<file path="config.mk">
export PLATFORM = sky130hd
export DESIGN_NAME = sorted_insert_priority_queue_flat
export DESIGN_NICKNAME = d
export VERILOG_FILES = /design/src/rtl/core/spq_pkg.sv /design/src/rtl/core/spq_ifs.sv /design/src/rtl/core/spq_store.sv /design/src/rtl/core/spq_ctrl.sv /design/src/rtl/core/sorted_insert_priority_queue.sv /design/src/flat_wrapper.sv
export SDC_FILE = /design/constraint.sdc
export NUM_CORES = 1
export LEC_CHECK = 0
export BUFFER_PORTS_ARGS = -buffer_cell sky130_fd_sc_hd__buf_4
export CAP_MARGIN = 40
export CORE_MARGIN = 3
export CORE_UTILIZATION = 55
export DETAILED_ROUTE_END_ITERATION = 8
export PLACE_DENSITY = 0.7
export RECOVER_POWER = 100
export SLEW_MARGIN = 5
export SYNTH_ARGS = -nofsm -noshare
export SYNTH_HDL_FRONTEND = slang
export SYNTH_HIERARCHICAL = 1
export SYNTH_SLANG_ARGS = --single-unit
</file>
<file path="constraint.sdc">
create_clock -name clk -period 18.4 [get_ports clk]
set_clock_uncertainty 0.2 [all_clocks]
set_input_delay 4.6 -clock clk [delete_from_list [all_inputs] [get_ports clk]]
set_output_delay 4.6 -clock clk [all_outputs]
set_load 0.01 [all_outputs]
</file>
<file path="src/rtl/core/spq_pkg.sv">
package spq_pkg;

  localparam int KEY_W   = 16;
  localparam int PAY_W   = 32;
  localparam int STAT_W  = 2;
  localparam int COUNT_W = 5;

  // request kinds
  localparam logic KIND_INSERT = 1'b0;
  localparam logic KIND_REMOVE = 1'b1;

  // result status codes
  localparam logic [STAT_W-1:0] ST_OK    = 2'd0;
  localparam logic [STAT_W-1:0] ST_EMPTY = 2'd1;
  localparam logic [STAT_W-1:0] ST_FULL  = 2'd2;

  typedef struct packed {
    logic [KEY_W-1:0] key;
    logic [PAY_W-1:0] payload;
  } entry_t;

  typedef struct packed {
    logic             kind;
    logic [KEY_W-1:0] key;
    logic [PAY_W-1:0] payload;
  } req_t;

  typedef struct packed {
    logic [KEY_W-1:0]   key;
    logic [PAY_W-1:0]   payload;
    logic [STAT_W-1:0]  status;
    logic [COUNT_W-1:0] count;
  } res_t;

  typedef struct packed {
    logic we;
    logic re;
  } mem_ctl_t;

endpackage

</file>
<file path="src/rtl/core/spq_ifs.sv">
interface spq_req_if import spq_pkg::*; ();
  logic             valid;
  logic             ready;
  logic             kind;
  logic [KEY_W-1:0] arrival_key;
  logic [PAY_W-1:0] payload;

  modport source (output valid, kind, arrival_key, payload, input ready);
  modport sink   (input valid, kind, arrival_key, payload, output ready);
endinterface

interface spq_res_if import spq_pkg::*; ();
  logic               valid;
  logic               ready;
  logic [KEY_W-1:0]   out_key;
  logic [PAY_W-1:0]   out_payload;
  logic [STAT_W-1:0]  status;
  logic [COUNT_W-1:0] entry_count;

  modport source (output valid, out_key, out_payload, status, entry_count, input ready);
  modport sink   (input valid, out_key, out_payload, status, entry_count, output ready);
endinterface

</file>
<file path="src/rtl/core/spq_store.sv">
module spq_store import spq_pkg::*; #(
  parameter int DEPTH = 16,
  parameter int AW    = $clog2(DEPTH)
) (
  input  logic          clk,
  input  mem_ctl_t      ctl,
  input  logic [AW-1:0] waddr,
  input  entry_t        wdata,
  input  logic [AW-1:0] raddr,
  output entry_t        rdata_r
);

  entry_t mem [DEPTH];

  always_ff @(posedge clk) begin
    if (ctl.we) begin
      mem[waddr] <= wdata;
    end
  end

  always_ff @(posedge clk) begin
    if (ctl.re) begin
      rdata_r <= mem[raddr];
    end
  end

endmodule

</file>
<file path="src/rtl/core/spq_ctrl.sv">
module spq_ctrl import spq_pkg::*; #(
  parameter int DEPTH = 16,
  parameter int AW    = $clog2(DEPTH),
  parameter int CW    = $clog2(DEPTH + 1)
) (
  input  logic          clk,
  input  logic          rst_n,
  input  logic          req_valid,
  output logic          req_ready,
  input  req_t          req,
  output logic          res_valid,
  input  logic          res_ready,
  output res_t          res,
  output mem_ctl_t      mem_ctl,
  output logic [AW-1:0] waddr,
  output entry_t        wdata,
  output logic [AW-1:0] raddr,
  input  entry_t        rdata
);

  localparam logic [2:0] S_IDLE     = 3'd0;
  localparam logic [2:0] S_INSERT   = 3'd1;
  localparam logic [2:0] S_REM_HEAD = 3'd2;
  localparam logic [2:0] S_REMOVE   = 3'd3;
  localparam logic [2:0] S_DONE     = 3'd4;

  logic [2:0]        state_r, state_nxt;
  logic [CW-1:0]     count_r, count_nxt;
  logic [AW-1:0]     ptr_r, ptr_nxt;
  entry_t            new_r, new_nxt;
  entry_t            head_r, head_nxt;
  logic [STAT_W-1:0] status_r, status_nxt;

  always_ff @(posedge clk) begin
    if (!rst_n) begin
      state_r <= S_IDLE;
      count_r <= '0;
    end else begin
      state_r <= state_nxt;
      count_r <= count_nxt;
    end
  end

  always_ff @(posedge clk) begin
    ptr_r    <= ptr_nxt;
    new_r    <= new_nxt;
    head_r   <= head_nxt;
    status_r <= status_nxt;
  end

  assign req_ready = (state_r == S_IDLE);
  assign res_valid = (state_r == S_DONE);
  assign res       = '{key: head_r.key, payload: head_r.payload, status: status_r,
                       count: COUNT_W'(count_r)};

  always_comb begin
    state_nxt  = state_r;
    count_nxt  = count_r;
    ptr_nxt    = ptr_r;
    new_nxt    = new_r;
    head_nxt   = head_r;
    status_nxt = status_r;
    mem_ctl    = '0;
    waddr      = ptr_r;
    wdata      = new_r;
    raddr      = '0;

    unique case (state_r)
      S_IDLE: begin
        if (req_valid) begin
          new_nxt    = '{key: req.key, payload: req.payload};
          head_nxt   = '0;
          status_nxt = ST_OK;
          if (req.kind == KIND_INSERT) begin
            if (count_r == CW'(DEPTH)) begin
              status_nxt = ST_FULL;
              state_nxt  = S_DONE;
            end else if (count_r == '0) begin
              mem_ctl.we = 1'b1;
              waddr      = '0;
              wdata      = '{key: req.key, payload: req.payload};
              count_nxt  = count_r + CW'(1);
              state_nxt  = S_DONE;
            end else begin
              // fetch the tail entry, then walk toward the head
              mem_ctl.re = 1'b1;
              raddr      = AW'(count_r - CW'(1));
              ptr_nxt    = AW'(count_r);
              state_nxt  = S_INSERT;
            end
          end else begin
            if (count_r == '0) begin
              status_nxt = ST_EMPTY;
              state_nxt  = S_DONE;
            end else begin
              mem_ctl.re = 1'b1;
              raddr      = '0;
              state_nxt  = S_REM_HEAD;
            end
          end
        end
      end

      S_INSERT: begin
        // rdata holds the entry just below ptr_r
        if (ptr_r == '0) begin
          mem_ctl.we = 1'b1;
          waddr      = '0;
          count_nxt  = count_r + CW'(1);
          state_nxt  = S_DONE;
        end else if (rdata.key > new_r.key) begin
          mem_ctl.we = 1'b1;
          waddr      = ptr_r;
          wdata      = rdata;
          ptr_nxt    = ptr_r - 1'b1;
          if (ptr_r > AW'(1)) begin
            mem_ctl.re = 1'b1;
            raddr      = ptr_r - 1'b1 - 1'b1;
          end
        end else begin
          mem_ctl.we = 1'b1;
          waddr      = ptr_r;
          count_nxt  = count_r + CW'(1);
          state_nxt  = S_DONE;
        end
      end

      S_REM_HEAD: begin
        head_nxt = rdata;
        if (count_r == CW'(1)) begin
          count_nxt = count_r - CW'(1);
          state_nxt = S_DONE;
        end else begin
          mem_ctl.re = 1'b1;
          raddr      = AW'(1);
          ptr_nxt    = AW'(1);
          state_nxt  = S_REMOVE;
        end
      end

      S_REMOVE: begin
        // move entry ptr_r up one place
        mem_ctl.we = 1'b1;
        waddr      = ptr_r - 1'b1;
        wdata      = rdata;
        if (CW'(ptr_r) + CW'(1) == count_r) begin
          count_nxt = count_r - CW'(1);
          state_nxt = S_DONE;
        end else begin
          mem_ctl.re = 1'b1;
          raddr      = ptr_r + 1'b1;
          ptr_nxt    = ptr_r + 1'b1;
        end
      end

      S_DONE: begin
        if (res_ready) begin
          state_nxt = S_IDLE;
        end
      end

      default: begin
        state_nxt = S_IDLE;
      end
    endcase
  end

endmodule

</file>
<file path="src/rtl/core/sorted_insert_priority_queue.sv">
// Channel  Dir  Interface   Payload
// in_ch    in   spq_req_if  kind, arrival_key, payload
// out_ch   out  spq_res_if  out_key, out_payload, status, entry_count
//
// Insert moves each stored entry above its slot along one place; remove moves
// every entry behind the head up one place; a dropped request (full or empty queue)
// goes straight to the done state.
// The store walk has one read port, one write port and one move per cycle.
// Reset (rst_n low, synchronous) empties the queue; the store itself is not cleared.
// A result waits in the output register while the next request is taken.
// A stalled output holds the sequencer in its done state until the register drains.
module sorted_insert_priority_queue import spq_pkg::*; #(
  parameter int DEPTH = 16
) (
  input logic        clk,
  input logic        rst_n,
  spq_req_if.sink    in_ch,
  spq_res_if.source  out_ch
);

  localparam int AW = $clog2(DEPTH);

  req_t          req;
  res_t          res;
  logic          res_valid;
  logic          res_ready;
  mem_ctl_t      mem_ctl;
  logic [AW-1:0] waddr;
  logic [AW-1:0] raddr;
  entry_t        wdata;
  entry_t        rdata;

  logic out_valid_r, out_valid_nxt;
  res_t out_r;

  assign req = '{kind: in_ch.kind, key: in_ch.arrival_key, payload: in_ch.payload};

  spq_ctrl #(.DEPTH(DEPTH)) u_ctrl (
    .clk       (clk),
    .rst_n     (rst_n),
    .req_valid (in_ch.valid),
    .req_ready (in_ch.ready),
    .req       (req),
    .res_valid (res_valid),
    .res_ready (res_ready),
    .res       (res),
    .mem_ctl   (mem_ctl),
    .waddr     (waddr),
    .wdata     (wdata),
    .raddr     (raddr),
    .rdata     (rdata)
  );

  spq_store #(.DEPTH(DEPTH)) u_store (
    .clk     (clk),
    .ctl     (mem_ctl),
    .waddr   (waddr),
    .wdata   (wdata),
    .raddr   (raddr),
    .rdata_r (rdata)
  );

  // load the output register when empty or draining this cycle
  assign res_ready = !out_valid_r || out_ch.ready;

  always_comb begin
    out_valid_nxt = out_valid_r;
    if (res_valid && res_ready) begin
      out_valid_nxt = 1'b1;
    end else if (out_ch.ready) begin
      out_valid_nxt = 1'b0;
    end
  end

  always_ff @(posedge clk) begin
    if (!rst_n) begin
      out_valid_r <= 1'b0;
    end else begin
      out_valid_r <= out_valid_nxt;
    end
  end

  always_ff @(posedge clk) begin
    if (res_valid && res_ready) begin
      out_r <= res;
    end
  end

  assign out_ch.valid       = out_valid_r;
  assign out_ch.out_key     = out_r.key;
  assign out_ch.out_payload = out_r.payload;
  assign out_ch.status      = out_r.status;
  assign out_ch.entry_count = out_r.count;

endmodule

</file>
<file path="src/flat_wrapper.sv">
// flat-port wrapper written by rule: the top's interface ports become plain ports
module sorted_insert_priority_queue_flat import spq_pkg::*;
#(
  parameter int DEPTH = 16
)
  (clk, rst_n, in_ch_valid, in_ch_kind, in_ch_arrival_key, in_ch_payload, in_ch_ready, out_ch_valid, out_ch_out_key, out_ch_out_payload, out_ch_status, out_ch_entry_count, out_ch_ready);
  spq_req_if in_ch_i ();
  spq_res_if out_ch_i ();
  input logic clk;
  input logic rst_n;
  input wire logic [$bits(in_ch_i.valid)-1:0] in_ch_valid;
  input wire logic [$bits(in_ch_i.kind)-1:0] in_ch_kind;
  input wire logic [$bits(in_ch_i.arrival_key)-1:0] in_ch_arrival_key;
  input wire logic [$bits(in_ch_i.payload)-1:0] in_ch_payload;
  output wire logic [$bits(in_ch_i.ready)-1:0] in_ch_ready;
  output wire logic [$bits(out_ch_i.valid)-1:0] out_ch_valid;
  output wire logic [$bits(out_ch_i.out_key)-1:0] out_ch_out_key;
  output wire logic [$bits(out_ch_i.out_payload)-1:0] out_ch_out_payload;
  output wire logic [$bits(out_ch_i.status)-1:0] out_ch_status;
  output wire logic [$bits(out_ch_i.entry_count)-1:0] out_ch_entry_count;
  input wire logic [$bits(out_ch_i.ready)-1:0] out_ch_ready;
  assign in_ch_i.valid = in_ch_valid;
  assign in_ch_i.kind = in_ch_kind;
  assign in_ch_i.arrival_key = in_ch_arrival_key;
  assign in_ch_i.payload = in_ch_payload;
  assign in_ch_ready = in_ch_i.ready;
  assign out_ch_valid = out_ch_i.valid;
  assign out_ch_out_key = out_ch_i.out_key;
  assign out_ch_out_payload = out_ch_i.out_payload;
  assign out_ch_status = out_ch_i.status;
  assign out_ch_entry_count = out_ch_i.entry_count;
  assign out_ch_i.ready = out_ch_ready;
  sorted_insert_priority_queue #(.DEPTH(DEPTH)) u_core (.clk(clk), .rst_n(rst_n), .in_ch(in_ch_i), .out_ch(out_ch_i));
endmodule
</file>
Word-level counts from Yosys, hierarchy flattened
Memories as Yosys holds them, arrays and structs flattened. A register that Yosys moved wholly into a read port is not among the register bits.
Cells that the tools add are included.

storage, ports and cells
  flip-flop bits (word level) = 166
  bits in latches = 0
  RAM bits = 768
  ROM bits = 0
  bits of input ports = 53
  logic and storage cells = 131
  memories kept = 1

cells by class
  $add $sub $neg = 6
  multiply operators = 0
  divide/modulo/power cells = 0
  order comparisons = 2
  eq/ne operators = 20
  shifts and indexed selects = 0
  mux-type cells = 74
  bitwise gates (word level) = 0
  reduce and logical (&&, ||, !) cells = 15

memories
  memory              words  bits a word  read ports  clocked after memory_dff  write ports  RTL line         source
  u_core.u_store.mem  16     48           1           1                         1            spq_store.sv:13  entry_t mem [DEPTH];

operators with widths
  kind                   number
  $mux W48               7
  $pmux W48 S3           1
  $pmux W48 S2           1
  $mux W4                21
  $mux W5                8
  $pmux W4 S4            2
  $mux W3                10
  $ne A2 B2 Y1 const B   11
  $pmux W5 S4            1
  $gt A16 B16 Y1         1
  $mux W1                15
  $pmux W3 S5            1
  $pmux W4 S3            1
  $reduce_and A9 Y1      1
  $mux W2                4
  $reduce_and A8 Y1      1
  $sub A4 B1 Y4 const B  2
  $eq A3 B2 Y1 const B   2
  $add A4 B1 Y5 const B  1
  $add A5 B1 Y5 const B  1
  $eq A5 B1 Y1 const B   1
  $eq A5 B5 Y1           1
  $eq A5 B5 Y1 const B   1
  $logic_not A5 Y1       1
  other kinds (19)       21

Logic depth before layout (Yosys ltp)
Gate-level depths: netlist of run 1.

  depth after elaboration = 8
  gate-level depth with buffers = 15
  mapped depth without buffers = 11

By module
Netlist of run 1, hierarchy kept.

by module, submodules not included
  module                        times used  cells each  area an instance (um^2)
  spq_store                     1           1242        30171.4
  spq_ctrl                      1           586         6775.2
  sorted_insert_priority_queue  1           60          1709.1

Worst setup path after synthesis of run 1
Ideal clock, no wire load.

  kind = input -> register
  start = in in_ch_kind
  end = mem u_core/u_store/mem[0][0] (netlist bit) (enable)
  library setup time = 513 ps
  arrival time = 9417 ps
  required time = 17687 ps
  slack = 8270 ps
  cell stages on the path = 7
  cells stage by stage = nand3b_2 buf_6 or3_1 and2_1 o22a_1 or3b_2 nor3_1

on the way
  elaborated cells on any way between the ends = 8
  those cells by class = 8 x mux

RTL lines
  what                       RTL line                            source
  start: declaration         flat_wrapper.sv:12                  input wire logic [$bits(in_ch_i.kind)-1:0] in_ch_kind;
  $mux W4                    spq_ctrl.sv:74                      if (req.kind == KIND_INSERT) begin
  $mux W4                    spq_ctrl.sv:70                      if (req_valid) begin
  $pmux W4 S3                spq_ctrl.sv:68                      unique case (state_r)
  named net u_core.waddr[3]  sorted_insert_priority_queue.sv:28  logic [AW-1:0] waddr;
  end: declaration           spq_store.sv:13

The timed path passes the listed nets, and every way through them passes these cells.

==> impl_metrics.json, run 1 <==
{
  "status": "complete, but fails checks",
  "violations": "capacitance limit, slew limit",
  "gp_congestion": 0.864,
  "ys_seq_area_frac": 0.761,
  "drtPass1Iterations": 5,
  "wl_per_cell_um": 28.7,
  "synth_ff_type": "edfxtp_1",
  "timing.final.ws_setup_ps": 6240,
  "p_switching_mw": 1.94,
  "syn2layout_area_growth_pct": 11.6,
  "die-area_mm2": 0.0735,
  "p_leak_nw": 13.5,
  "worstMarginPinSlew_ps": 3870,
  "htree_levels": 3,
  "postCtsSetupBuffers": 0,
  "clk_pin_slew_ps": 60,
  "cap_violations": 32,
  "drc": 0,
  "detail-route-antenna-nets": 0,
  "path_class": "in2reg",
  "reg2reg_from": "u_core/u_ctrl/count_r[0]",
  "clockPowerShare": 0.280,
  "netlist_area_mm2": 0.0387,
  "hold_class": "reg2reg",
  "pre_cts_slack_ps": 8940,
  "port_buffers": 109,
  "start_kind": "input pin",
  "cts-resized-gates": 0,
  "p_sw_frac": 0.292,
  "yosysWarnings": 6,
  "clock-sinks": 982,
  "cts_hold_buf": 0,
  "io_pins": 110,
  "clk_path_buf_depth": 3,
  "clockRootBuffer": "clkbuf_16",
  "grt_pass1_wl_um": 132000,
  "synth.distinct_cells": 72,
  "core.rowCount": 96,
  "syn-instance-count": 1888,
  "grt_pass1_vias": 20200,
  "cp.required_ps": 18380,
  "synth_nets": 1967,
  "n_antenna_cell": 0,
  "combPwrFrac": 0.228,
  "ff2ff_path_depth": 13,
  "drtIter0Drc": 2384,
  "max_slew_margin": -1.58,
  "start_util": 0.560,
  "drive_above_1_share": 0.188,
  "tns_ps": 0,
  "reg2reg_to": "u_core/u_store/mem[5][23]",
  "tritoncts": "yes",
  "min_period_ps": 12160,
  "end_kind": "flop",
  "setup-violations-final": 0,
  "min_period_over_period": 0.661,
  "layout_commonest_cell": "edfxtp_1",
  "drt_wl_total_um": 88300,
  "grtUsageTotal": 0.243,
  "intPower_mw": 4.71,
  "clk_latency_ps": 660,
  "async_flop_share": 0,
  "postSynthAreaPerCell_um2": 20.5,
  "whs_ps": 210,
  "dieWidth_um": 271,
  "final_nets": 2150,
  "grt_max_degree": 104,
  "num_vias": 19600,
  "fill_cells": 4786,
  "powerDensity_mw_per_mm2": 154,
  "core_area_mm2": 0.0691,
  "antenna_found_initial": 0,
  "overflow": 0,
  "finalHoldViolCount": 0,
  "hpwl_um": 48000,
  "p_seq_frac": 0.492,
  "peakVddDrop_uv": 95.5,
  "holdPathStages": 0,
  "rsz0062_at_grt": "false",
  "hp-start": "u_core/u_ctrl/res[35]",
  "synth-seq-cells": 982,
  "dieHeight_um": 271,
  "worstHoldEndpoint": "u_core/out_ch.out_payload[28]",
  "fmax_ghz": 0.0822,
  "cts_made_buffers": 96,
  "routed_via_density": 6.36,
  "crit_arrival_ps": 12140,
  "synth_edf_count": 973,
  "crit_path_max_fanout": 35,
  "slew_viol_final": 982,
  "r2r_setup_slack_ps": 9230,
  "layout_common_cells": "edfxtp_1, mux4_2, clkbuf_1"
}
-- worst max-delay path by stage --
stage                from                         end  slack (ps)  depth (start not counted)
2_1_floorplan  in_ch_kind    u_core/u_store/mem[0][0]        8270                          7
3_3_place_gp   in_ch_kind  u_core/u_store/mem[15][11]        9040                         11
3_5_place_dp   in_ch_kind   u_core/u_store/mem[7][17]        8940                         11
4_1_cts        in_ch_kind    u_core/u_store/mem[7][9]        9570                         11
5_1_grt        in_ch_kind   u_core/u_store/mem[7][16]        5960                         11
6_report       in_ch_kind   u_core/u_store/mem[5][23]        6240                         11
-- power groups by stage --
stage | Combinational [mW] | Clock, mW | Sequential, mW
floorplan | 1.01 | 0 | 3.28
global placement | 1.51 | 0 | 3.28
detailed placement | 1.65 | 0 | 3.29
CTS | 1.65 | 1.90 | 3.25
global route | 1.63 | 1.99 | 3.30
finish | 1.51 | 1.86 | 3.27
-- metrics by stage --
step	power, mW	util	cells	cell area (um2)
after floorplan	4.29	-	1888	38700
after global placement	4.80	0.590	2880	40800
after detailed placement	4.93	0.596	2904	41100
after CTS	6.80	0.639	3077	44100
after global routing	6.92	0.625	3077	43100
final	6.65	0.625	3077	43100
-- area by class of cell --
| class | instances | area [um2] | share of cell area |
|---|---|---|---|
| clock inverters | 57 | 478 | 0.0111 |
| well taps | 931 | 1160 | 0.0270 |
| inverters | 27 | 101 | 0.00235 |
| flip-flops and latches | 982 | 29400 | 0.681 |
| multi-input cells | 774 | 8540 | 0.198 |
| repair buffers | 190 | 970 | 0.0225 |
| clock buffers | 116 | 2500 | 0.0579 |
-- cells by family (layout without fill, tap and decap cells) --
group	after synthesis	after routing	share of synthesized area
simple gates	238	238	0.0330
xor+xnor	11	11	0.00249
mux	228	228	0.123
compound gates	271	271	0.0558
flops	982	982	0.761
fa+ha+maj	26	26	0.00842
buf+inv	132	390	0.0165
-- synth_stat cells, types with 4 or more instances --
cell	n	area, um2
a21oi_1	31	155
a221o_1	22	220
a221oi_2	16	240
a222oi_1	10	100
a22oi_1	96	721
a2bb2oi_1	16	140
and2_1	75	469
buf_1	19	71.3
buf_2	19	95.1
buf_4	22	165
buf_6	5	56.3
clkbuf_1	40	150
dfxtp_1	9	180
edfxtp_1	973	29200
ha_1	26	325
inv_1	26	97.6
mux2_4	16	240
mux2i_1	18	180
mux4_2	192	4320
nand2_1	77	289
nand2b_1	10	62.6
nand3_1	8	40.0
nor2_1	29	109
nor2b_1	5	31.3
nor3_1	10	50.1
o21ai_0	42	210
xnor2_1	4	35.0
xor2_1	7	61.3
-- flip-flops by register name (all words and copies together), names as in the netlist --
signal and count:
u_core/u_ctrl/new_r 48, u_core/out_ch.out_payload 32, u_core/u_ctrl/status_r 2, u_core/out_ch.out_key 16
u_core/u_ctrl/res 48, u_core/out_ch.entry_count 5, u_core/u_store/mem 768, u_core/u_ctrl/count_r 5
u_core/out_ch.status 2, u_core/out_ch.valid 1, u_core/u_ctrl/ptr_r 4, u_core/u_ctrl/state_r 3
u_core/u_store/rdata_r 48
-- critical path: stages --
cell and delay [ps]:
clkbuf_1 210, nand3b_2 170, clkbuf_1 1430, a21o_1 840, clkinv_1 360, o21ai_0 200
nand2_1 80, o21ai_0 300, nand2b_1 380, nor2_1 1260, clkbuf_1 2260
-- metal layers --
metal / up-vias / routed length, um / global-route usage
met1: 10200 / 35600 / 0.352
met5: - / 0 / 0
met3: 142 / 8260 / 0.0472
met2: 979 / 42100 / 0.383
met4: 0 / 2370 / 0.0726
li1: 8210 / - / -
No activity file was read; power rests on OpenSTA's default activity.
==> inputs of run 2 (changes only) <==
clock period = 11.4 ns   (was 18.4 ns; I/O delays follow)
==> run 2 against run 1 <==
The flow still finishes with violations (capacitance limit, slew limit). Sequential power rose by 61%. Core utilization rose by 0.21 points. Die area did not move. Hold slack improved by 7.5 ps. Via count barely moved. Wire length barely moved. First-iteration DRC count rose by 1.4%. Final area rose by 0.34%. Critical path type unchanged.
==> impl_metrics.json, run 2 (synthesized netlist as in run 1, its figures left out) <==
{
  "postCtsSetupBuffers": 0,
  "drt_wl_total_um": 88200,
  "cts-resized-gates": 0,
  "slew_viol_final": 632,
  "tritoncts": "yes",
  "hpwl_um": 47900,
  "timing.final.ws_setup_ps": 2950,
  "cp_slowest_cell": "clkbuf_1",
  "fmax_ghz": 0.118,
  "port_buffers": 109,
  "drc": 0,
  "hold_class": "reg2reg",
  "end_kind": "flop",
  "dieHeight_um": 271,
  "clk_latency_ps": 660,
  "syn2layout_area_growth_pct": 12.0,
  "crit_path_max_incr_delay_ps": 2330,
  "powerDensity_mw_per_mm2": 248,
  "startpoint": "in_ch_kind",
  "rsz0062_at_grt": "false",
  "min_period_over_period": 0.741,
  "reg2reg_from": "u_core/u_ctrl/ptr_r[0]",
  "io_pins": 110,
  "layout_common_cells": "edfxtp_1, mux4_2, clkbuf_1",
  "worstMarginPinSlew_ps": 3980,
  "crit_path_end": "u_core/u_store/mem[8][44]",
  "cts_made_buffers": 94,
  "clock-sinks": 982,
  "grt_max_degree": 138,
  "finalHoldViolCount": 0,
  "detail-route-antenna-nets": 0,
  "ff2ff_path_depth": 13,
  "cp_cell_sequence": "clkbuf_1, nand3b_2, clkbuf_1, or3_1, and2_1, o22a_1, nand3b_1, nor3_1, clkbuf_1",
  "pre_cts_slack_ps": 4360,
  "layout_commonest_cell": "edfxtp_1",
  "peakVddDrop_uv": 141,
  "register_area_mm2": 0.0294,
  "grtUsageTotal": 0.243,
  "num_vias": 19600,
  "status": "complete, but fails checks",
  "core.rowCount": 96,
  "violations": "capacitance limit, slew limit",
  "start_kind": "input pin",
  "die-area_mm2": 0.0735,
  "cap_violations": 20,
  "antenna_found_initial": 2,
  "wl_per_cell_um": 28.6,
  "cts_hold_buf": 0,
  "grt_pass1_wl_um": 132000,
  "clk_path_buf_depth": 3,
  "multiInputGateArea_mm2": 0.00854,
  "overflow": 0,
  "start_util": 0.560,
  "gp_congestion": 0.825,
  "p_leak_nw": 13.6,
  "grt_pass1_vias": 20000,
  "path_common_cell": "clkbuf_1",
  "min_period_ps": 8450,
  "crit_arrival_ps": 8430,
  "final_nets": 2151,
  "drtIter0Drc": 2418,
  "drive_above_1_share": 0.193,
  "largest_register_ffs": 768,
  "clockRootBuffer": "clkbuf_16",
  "r2r_setup_slack_ps": 3700,
  "cp.required_ps": 11390,
  "max_slew_margin": -1.65,
  "tns_ps": 0,
  "routed_via_density": 6.36,
  "drtPass1Iterations": 6,
  "clk_pin_slew_ps": 60,
  "dieWidth_um": 271,
  "regMostFlops": "u_core/u_store/mem",
  "core_area_mm2": 0.0691,
  "htree_levels": 3,
  "fill_cells": 4773,
  "path_class": "in2reg",
  "reg2reg_to": "u_core/u_store/rdata_r[31]",
  "setup-violations-final": 0,
  "crit_path_max_fanout": 37
}
run 2: cell count changes in the layout (fill, tap and decap cells not counted), sizes merged:
cell      change
bufinv        +1
diode         +2
clkinvlp      +2
inv           -1
clkbuf       -11
buf          +11
run 2: worst min path at each step:
stage / from / cells past startpoint / to / slack [ps]
finish: u_core/u_ctrl/res[12] / 0 / u_core/out_ch.out_payload[5] / 220
CTS: u_core/u_ctrl/res[14] / 0 / u_core/out_ch.out_payload[7] / 210
global placement: u_core/u_ctrl/res[33] / 0 / u_core/out_ch.out_payload[26] / 200
global route: u_core/u_ctrl/res[36] / 0 / u_core/out_ch.out_payload[29] / 230
floorplan: u_core/u_ctrl/res[39] / 0 / u_core/out_ch.out_key[0] / 200
detailed placement: u_core/u_ctrl/res[46] / 0 / u_core/out_ch.out_key[7] / 200
run 2: per-layer routing:
metal  GRT usage  share of wire  vias to the layer above
li1            -              -                     8232
met1       0.349           0.40                    10200
met2       0.389           0.48                      950
met3      0.0403          0.087                      173
met4      0.0761          0.026                        0
met5           0              0                        -
run 2: power by group:
part           switching, mW  internal [mW]
combinational           1.65          0.842
clock                   1.30           1.69
sequential             0.160           5.10
total                   3.12           7.64
run 2: stage by stage:
step | total power, mW | utilization | hold slack, ps | instances | cell area [um2]
after floorplan | 6.93 | - | 200 | 1888 | 38700
after global placement | 7.76 | 0.590 | 202 | 2880 | 40800
after detailed placement | 7.96 | 0.595 | 205 | 2904 | 41100
after CTS | 11.0 | 0.639 | 215 | 3076 | 44100
after global routing | 11.2 | 0.627 | 228 | 3079 | 43300
final | 10.8 | 0.627 | 218 | 3081 | 43300
run 2: critical path: cells and delay by family:
family,cells,cell delay (ps)
and+or+nand+nor,5,1480
buffers and inverters,3,3870
AOI/OAI and AO/OA,1,210
run 2: layout make-up:
cell class	instances	share of cell area
well taps	931	0.0269
multi-input cells	774	0.197
repair buffers	193	0.0256
inverters	27	0.00234
clock inverters	59	0.0124
flip-flops and latches	982	0.679
clock buffers	113	0.0565
diodes	2	0.000116
